## config.mk

```make
export PLATFORM = sky130hd
export DESIGN_NAME = divider_and_programmable_timer_unit
export DESIGN_NICKNAME = d
export VERILOG_FILES = /design/src/dpt_pkg.sv /design/src/divider_and_programmable_timer_unit.sv
export SDC_FILE = /design/constraint.sdc
export NUM_CORES = 1
export LEC_CHECK = 0
export ABC_CLOCK_PERIOD_IN_PS = 11750
export BUFFER_PORTS_ARGS = -buffer_cell sky130_fd_sc_hd__buf_2
export CORE_MARGIN = 3
export CORE_UTILIZATION = 45
export CTS_BUF_LIST = sky130_fd_sc_hd__clkbuf_4
export DETAILED_ROUTE_END_ITERATION = 8
export MAX_ROUTING_LAYER = met4
export PLACE_DENSITY = 0.67
export RECOVER_POWER = 100
export SLEW_MARGIN = 25
export SYNTH_ARGS = -nofsm -noshare
export SYNTH_HDL_FRONTEND = slang
export SYNTH_SLANG_ARGS = --single-unit
```

## constraint.sdc

```tcl
create_clock -name clk -period 11.75 [get_ports clk]
set_clock_uncertainty 0.1 [all_clocks]
set_input_delay 2.35 -clock clk [delete_from_list [all_inputs] [get_ports clk]]
set_output_delay 2.35 -clock clk [all_outputs]
set_load 0.03 [all_outputs]
```

## src/dpt_pkg.sv

```systemverilog
// Package with shared constants, codes and types for the divider and programmable timer.
package dpt_pkg;

	localparam int DIV_W = 16;
	localparam int ACC_W = 16;
	localparam int CNT_W = 8;
	localparam int PERIOD_W = 11;
	localparam int RATE_W = 2;
	localparam int ADDR_W = 4;
	localparam int DATA_W = 32;

	localparam logic [DIV_W-1:0] DIVIDER_RESET = 16'hABCC;

	typedef enum logic [1:0] {
		REG_ENABLE = 2'd0,
		REG_RATE   = 2'd1,
		REG_RELOAD = 2'd2
	} reg_index_t;

	typedef enum logic {
		KIND_TICK  = 1'b0,
		KIND_WRITE = 1'b1
	} item_kind_t;

	typedef struct packed {
		logic             timer_interrupt;
		logic [CNT_W-1:0] counter_value;
		logic [CNT_W-1:0] divider_byte;
	} result_t;

	function automatic logic [PERIOD_W-1:0] period_of(input logic [RATE_W-1:0] rate);
		logic [PERIOD_W-1:0] p;
		case (rate)
			2'd0: p = 11'd1024;
			2'd1: p = 11'd16;
			2'd2: p = 11'd64;
			2'd3: p = 11'd256;
			default: p = 11'd1024;
		endcase
		return p;
	endfunction

endpackage

```

## src/divider_and_programmable_timer_unit.sv

```systemverilog
// Top level of the divider and programmable timer with stream channels and a register port.
//
// Usage: each transaction on the s_ channel is either a tick (s_tuser low), which adds
// s_tdata[7:0] elapsed cycles to the 16-bit divider and, while enabled, to the cycle
// accumulator, or a counter write (s_tuser high), which loads s_tdata[15:8] into the
// 8-bit counter. Every input transaction produces exactly one output transaction on the
// m_ channel carrying the divider upper byte, the counter value and the overflow flag.
// The three registers (enable, rate select, reload value) are at byte addresses 0, 4 and 8
// of the APB port; the user must write them only while the block is idle (the block itself
// leaves this unchecked); reads return their values. Results are registered. The state
// update is a single add, compare and subtract done in the cycle of acceptance, so one
// transaction is accepted every cycle while s_tready is high. The output register is
// backed by a one-entry skid register, so the input keeps flowing for one more transaction
// while the receiver stalls; after that s_tready falls until the receiver takes a result.
// Reset clears the registers, the accumulator and the counter, sets the divider to
// 0xABCC and empties the output stage.
module divider_and_programmable_timer_unit (
	input  logic                        clk,
	input  logic                        arst_n,
	input  logic                        s_tvalid,
	output logic                        s_tready,
	input  logic [15:0]                 s_tdata,  // cycles [7:0], write_data [15:8]
	input  logic                        s_tuser,  // kind [0]
	output logic                        m_tvalid,
	input  logic                        m_tready,
	output logic [15:0]                 m_tdata,  // divider_byte [7:0], counter_value [15:8]
	output logic                        m_tuser,  // timer_interrupt [0]
	input  logic                        psel,
	input  logic                        penable,
	input  logic                        pwrite,
	input  logic [dpt_pkg::ADDR_W-1:0]  paddr,
	input  logic [dpt_pkg::DATA_W-1:0]  pwdata,
	output logic [dpt_pkg::DATA_W-1:0]  prdata,
	output logic                        pready
);
	import dpt_pkg::*;

	logic                enable_q;
	logic [RATE_W-1:0]   rate_q;
	logic [CNT_W-1:0]    reload_q;
	logic [DIV_W-1:0]    divider_q;
	logic [ACC_W-1:0]    acc_q;
	logic [CNT_W-1:0]    count_q;
	result_t             out_q;
	result_t             skid_q;
	logic                out_valid_q;
	logic                skid_valid_q;

	logic                cfg_write;
	logic [1:0]          cfg_index;
	logic                accept;
	logic                pop;
	logic [CNT_W-1:0]    cycles;
	logic [CNT_W-1:0]    write_data;
	logic [DIV_W-1:0]    divider_next;
	logic [ACC_W-1:0]    acc_sum;
	logic [ACC_W-1:0]    acc_next;
	logic [CNT_W-1:0]    count_next;
	logic [PERIOD_W-1:0] period;
	logic                reached;
	logic                irq;
	result_t             result;

	assign pready = 1'b1;
	assign cfg_write = psel & penable & pwrite;
	assign cfg_index = paddr[3:2];

	always_comb begin
		prdata = '0;
		case (cfg_index)
			REG_ENABLE: prdata = {{(DATA_W-1){1'b0}}, enable_q};
			REG_RATE:   prdata = {{(DATA_W-RATE_W){1'b0}}, rate_q};
			REG_RELOAD: prdata = {{(DATA_W-CNT_W){1'b0}}, reload_q};
			default:    prdata = '0;
		endcase
	end

	always_ff @(posedge clk or negedge arst_n) begin
		if (!arst_n) begin
			enable_q <= 1'b0;
			rate_q   <= '0;
			reload_q <= '0;
		end else if (cfg_write) begin
			case (cfg_index)
				REG_ENABLE: enable_q <= pwdata[0];
				REG_RATE:   rate_q   <= pwdata[RATE_W-1:0];
				REG_RELOAD: reload_q <= pwdata[CNT_W-1:0];
				default:    ;
			endcase
		end
	end

	assign s_tready = ~skid_valid_q;
	assign accept = s_tvalid & s_tready;
	assign pop = out_valid_q & m_tready;
	assign cycles = s_tdata[7:0];
	assign write_data = s_tdata[15:8];

	assign period = period_of(rate_q);
	assign acc_sum = acc_q + {{(ACC_W-CNT_W){1'b0}}, cycles};
	assign reached = acc_sum >= {{(ACC_W-PERIOD_W){1'b0}}, period};

	always_comb begin
		divider_next = divider_q;
		acc_next = acc_q;
		count_next = count_q;
		irq = 1'b0;
		if (s_tuser == KIND_WRITE) begin
			count_next = write_data;
		end else begin
			divider_next = divider_q + {{(DIV_W-CNT_W){1'b0}}, cycles};
			if (enable_q) begin
				acc_next = acc_sum;
				if (reached) begin
					acc_next = acc_sum - {{(ACC_W-PERIOD_W){1'b0}}, period};
					if (count_q == {CNT_W{1'b1}}) begin
						count_next = reload_q;
						irq = 1'b1;
					end else begin
						count_next = count_q + {{(CNT_W-1){1'b0}}, 1'b1};
					end
				end
			end
		end
		result.divider_byte = divider_next[DIV_W-1 -: CNT_W];
		result.counter_value = count_next;
		result.timer_interrupt = irq;
	end

	always_ff @(posedge clk or negedge arst_n) begin
		if (!arst_n) begin
			divider_q <= DIVIDER_RESET;
			acc_q     <= '0;
			count_q   <= '0;
		end else if (accept) begin
			divider_q <= divider_next;
			acc_q     <= acc_next;
			count_q   <= count_next;
		end
	end

	always_ff @(posedge clk or negedge arst_n) begin
		if (!arst_n) begin
			out_valid_q  <= 1'b0;
			skid_valid_q <= 1'b0;
		end else if (skid_valid_q) begin
			if (pop) begin
				skid_valid_q <= 1'b0;
			end
		end else if (accept) begin
			if (!out_valid_q || pop) begin
				out_valid_q <= 1'b1;
			end else begin
				skid_valid_q <= 1'b1;
			end
		end else if (pop) begin
			out_valid_q <= 1'b0;
		end
	end

	always_ff @(posedge clk) begin
		if (skid_valid_q) begin
			if (pop) begin
				out_q <= skid_q;
			end
		end else if (accept) begin
			if (!out_valid_q || pop) begin
				out_q <= result;
			end else begin
				skid_q <= result;
			end
		end
	end

	assign m_tvalid = out_valid_q;
	assign m_tdata = {out_q.counter_value, out_q.divider_byte};
	assign m_tuser = out_q.timer_interrupt;

	a_skid_implies_out: assert property (@(posedge clk) disable iff (!arst_n)
		skid_valid_q |-> out_valid_q)
		else $error("Skid register holds a result while the output register is empty.");

	a_write_loads_counter: assert property (@(posedge clk) disable iff (!arst_n)
		(accept && s_tuser == KIND_WRITE) |=> count_q == $past(write_data))
		else $error("Counter write did not load the counter.");

	a_tick_advances_divider: assert property (@(posedge clk) disable iff (!arst_n)
		(accept && s_tuser == KIND_TICK)
		|=> divider_q == $past(divider_q + {{(DIV_W-CNT_W){1'b0}}, cycles}))
		else $error("Divider did not advance by the tick cycle count.");

	a_disabled_acc_holds: assert property (@(posedge clk) disable iff (!arst_n)
		!enable_q |=> acc_q == $past(acc_q))
		else $error("Cycle accumulator changed while the timer was disabled.");

endmodule

```

==> flow_metrics.tcl <==
set metrics [dict create \
    run_status "complete, but fails checks" \
    violations "capacitance limit, slew limit" \
    ir_drop_mv 0.0912 \
    vias_per_cell 5.45 \
    finalHoldViolCount 0 \
    cp_data_required_time_ps 11840 \
    cp-start-kind "input pin" \
    critPathKind "in2reg" \
    totalWireLength_mm 12.3 \
    yosysTopAreaCellShare_pct 19.4 \
    cts_resized 0 \
    cp_data_arrival_time_ps 7080 \
    whs_path_depth 2 \
    synth_seq_cells 87 \
    ios 112 \
    hold_path_class "reg2reg" \
    ant_nets 0 \
    antenna_found_initial 0 \
    pre_cts_ws_ps 4700 \
    max_stage_delay_ps 680 \
    clockRootBuffer "clkbuf_4" \
    yosysMostFrequentCell "nand2_1" \
    netlist_area_sq_um 5690 \
    timing.final.crit_share_pct 59.5 \
    clk_latency_ps 450 \
    crit_path_cell_trace "clkbuf_1 -> ha_1 -> inv_1 -> fa_1 -> nor2b_1 -> o2111ai_1 -> a31oi_1 -> xor2_1 -> ha_1 -> nor4b_1 -> nand3_1 -> or3b_1 -> nand4b_1 -> o21ai_0 -> o32ai_1 -> o21ai_0" \
    dp_hpwl_mm 9.00 \
    start_util_pct 46.7 \
    cts_buffer_depth 2 \
    wl_met1_mm 5.51 \
    async_flop_share_pct 60.9 \
    fp.dieW_um 118 \
    yosys_warnings 0 \
    wl_met3_um 584 \
    antenna_cells 0 \
    ys_seq_area_share_pct 41.5 \
    drt_iter0_markers 325 \
    cts_sinks 87 \
    gp_congestion 0.875 \
    min_period_ps 6990 \
    place_inst 798 \
    netlist.top_cell.by_area "dfrtp_1" \
    drtPass1Iterations 5 \
    synth.avg_cell_area_sq_um 9.64 \
    end_kind "register" \
    cts_tree "done" \
    slew_headroom_pct -97.4 \
    gr-total-overflow 0 \
    cap_viol_max_count 1 \
    drive_above_1_share_pct 13.9 \
    wl_per_cell_um 15.1 \
    htreeDepth 3 \
    leakage_nw 2.50 \
    coreArea_sq_um 12200 \
    synth-edff-count 34 \
    yosys-top-cells-area "dfrtp_1 (19%), edfxtp_1 (18%), mux2_2 (5.7%)" \
    ctsHoldBuffers 0 \
    power_density_nw_per_um2 261 \
    area_delta_synth_final_pct 8.10 \
    max_slew.worst_pin.slew_ps 2960 \
    route.detailed.drc 0 \
    slew_violations 54 \
    dr.max_layer_used "met4" \
    first_global_vias 4278 \
    wl_met2_mm 5.99 \
    worst_path_max_delay_cell "a31oi_1" \
    postCtsSetupBuffers 0 \
    syn_inst 590 \
    r2r.worst_path.cells 15 \
    path_clk_slew_ps 140 \
    placementRows 40 \
    grt_max_degree 54 \
    grt_pass1_wl_mm 20.5 \
    die_h_um 118 \
    ys.flop_type "dfrtp_1" \
    die_area_sq_um 14000 \
    layout.nets 725 \
    synth_commonest_cells "nand2_1 (71), dfrtp_1 (44), o21ai_0 (40)" \
    gr-usage-all-layers_pct 18.2 \
    fin_cells 814 \
    num_vias 4439 \
    synth.distinct_cells 70 \
    setup_viol 0 \
    rsz0062_at_grt "false" \
    path_max_fanout 14 \
    setup_slack_ps 4760 \
    fmax_mhz 143 \
    portBuffers 60 \
    cts_buffers 9 \
    fin_tns_setup_ps 0 \
]
[layout by cell type, fill, tap and decap left out, types with 5 or more instances in the layout]
cell type | synthesis | layout
nand2_1 | 71 | 71
dfrtp_1 | 44 | 44
o21ai_0 | 40 | 42
a21oi_1 | 36 | 36
edfxtp_1 | 34 | 34
clkbuf_1 | 15 | 33
nor2_1 | 32 | 32
buf_2 | 3 | 30
xnor2_1 | 25 | 25
conb_1 | 2 | 25
mux2_2 | 29 | 22
ha_1 | 22 | 22
inv_1 | 21 | 21
nand3_1 | 17 | 17
xor2_1 | 13 | 13
clkbuf_4 | 0 | 11
and3_1 | 10 | 10
o31ai_1 | 9 | 10
nor2b_1 | 9 | 9
nand2b_1 | 9 | 9
dfstp_2 | 9 | 9
and2_1 | 9 | 8
a21o_1 | 8 | 8
o211ai_1 | 7 | 7
nand4_1 | 7 | 7
nor3_1 | 7 | 7
mux2_1 | 0 | 7
o21a_1 | 5 | 5
a211oi_1 | 5 | 5
[worst max-delay path, delay by kind of cell]
kind	cells	cell delay, ps
fa+ha+maj	3	1110
buf+inv	2	190
xor+xnor	1	150
compound gates	5	1770
simple gates	5	1500
[final timing paths]
kind | start | end | slack (ps)
worst min register to register | divider_q[6] | divider_q[6] | 390
worst min-delay path | divider_q[6] | divider_q[6] | 390
max in group asynchronous | arst_n | count_q[4] | 7010
worst max register to register | acc_q[0] | skid_q[10] | 6410
min in group asynchronous | arst_n | acc_q[14] | 2830
worst max-delay path | s_tdata[0] | skid_q[10] | 4760
[through the flow]
step           util (%)  instance area, sq um  power, mW  hold slack [ps]
5_1_grt            50.5                  6150       1.74              417
3_5_place_dp       49.5                  6020       1.40              374
6_report           50.5                  6150       1.60              386
2_1_floorplan         -                  5770       1.22              350
3_3_place_gp       49.5                  6020       1.37              363
4_1_cts            51.0                  6210       1.63              392
[power breakdown]
group          internal, mW  switching [mW]  total, mW
logic                 0.317           0.521      0.838
clock network         0.113           0.107      0.220
registers             0.449          0.0976      0.546
total                 0.879           0.725       1.60
[per-layer routing]
layer | vias up | track usage (%)
met5 | - | -
met4 | 0 | 6.95
met3 | 14 | 3.25
met2 | 119 | 29.2
met1 | 2129 | 23.3
li1 | 2177 | -
[sequential cells by signal, summed over array words and instances, names as in the netlist]
register	count
acc_q	16
count_q	8
divider_q	16
enable_q	1
m_tdata	16
m_tuser	1
m_tvalid	1
rate_q	2
reload_q	8
skid_q	17
skid_valid_q	1
[cells by family after synthesis]
group	count (synthesis)	synth area share, %
flip-flops	87	41.5
other	2	0.132
adder cells (fa/ha/maj)	24	5.55
buffers and inverters	68	6.47
multiplexers	32	6.27
AO/OA/AOI/OAI	149	17.9
AND/OR/NAND/NOR	190	16.3
XOR/XNOR	38	5.85
[cell type report]
class,instances,area (sq um)
fillers,1150,6020
inverters,22,82.6
clock buffers,11,82.6
multi-input cells,458,3030
repair buffers,63,274
flip-flops and latches,87,2360
well taps,168,210
clock inverters,5,106
(Power assumes the default switching activity.)
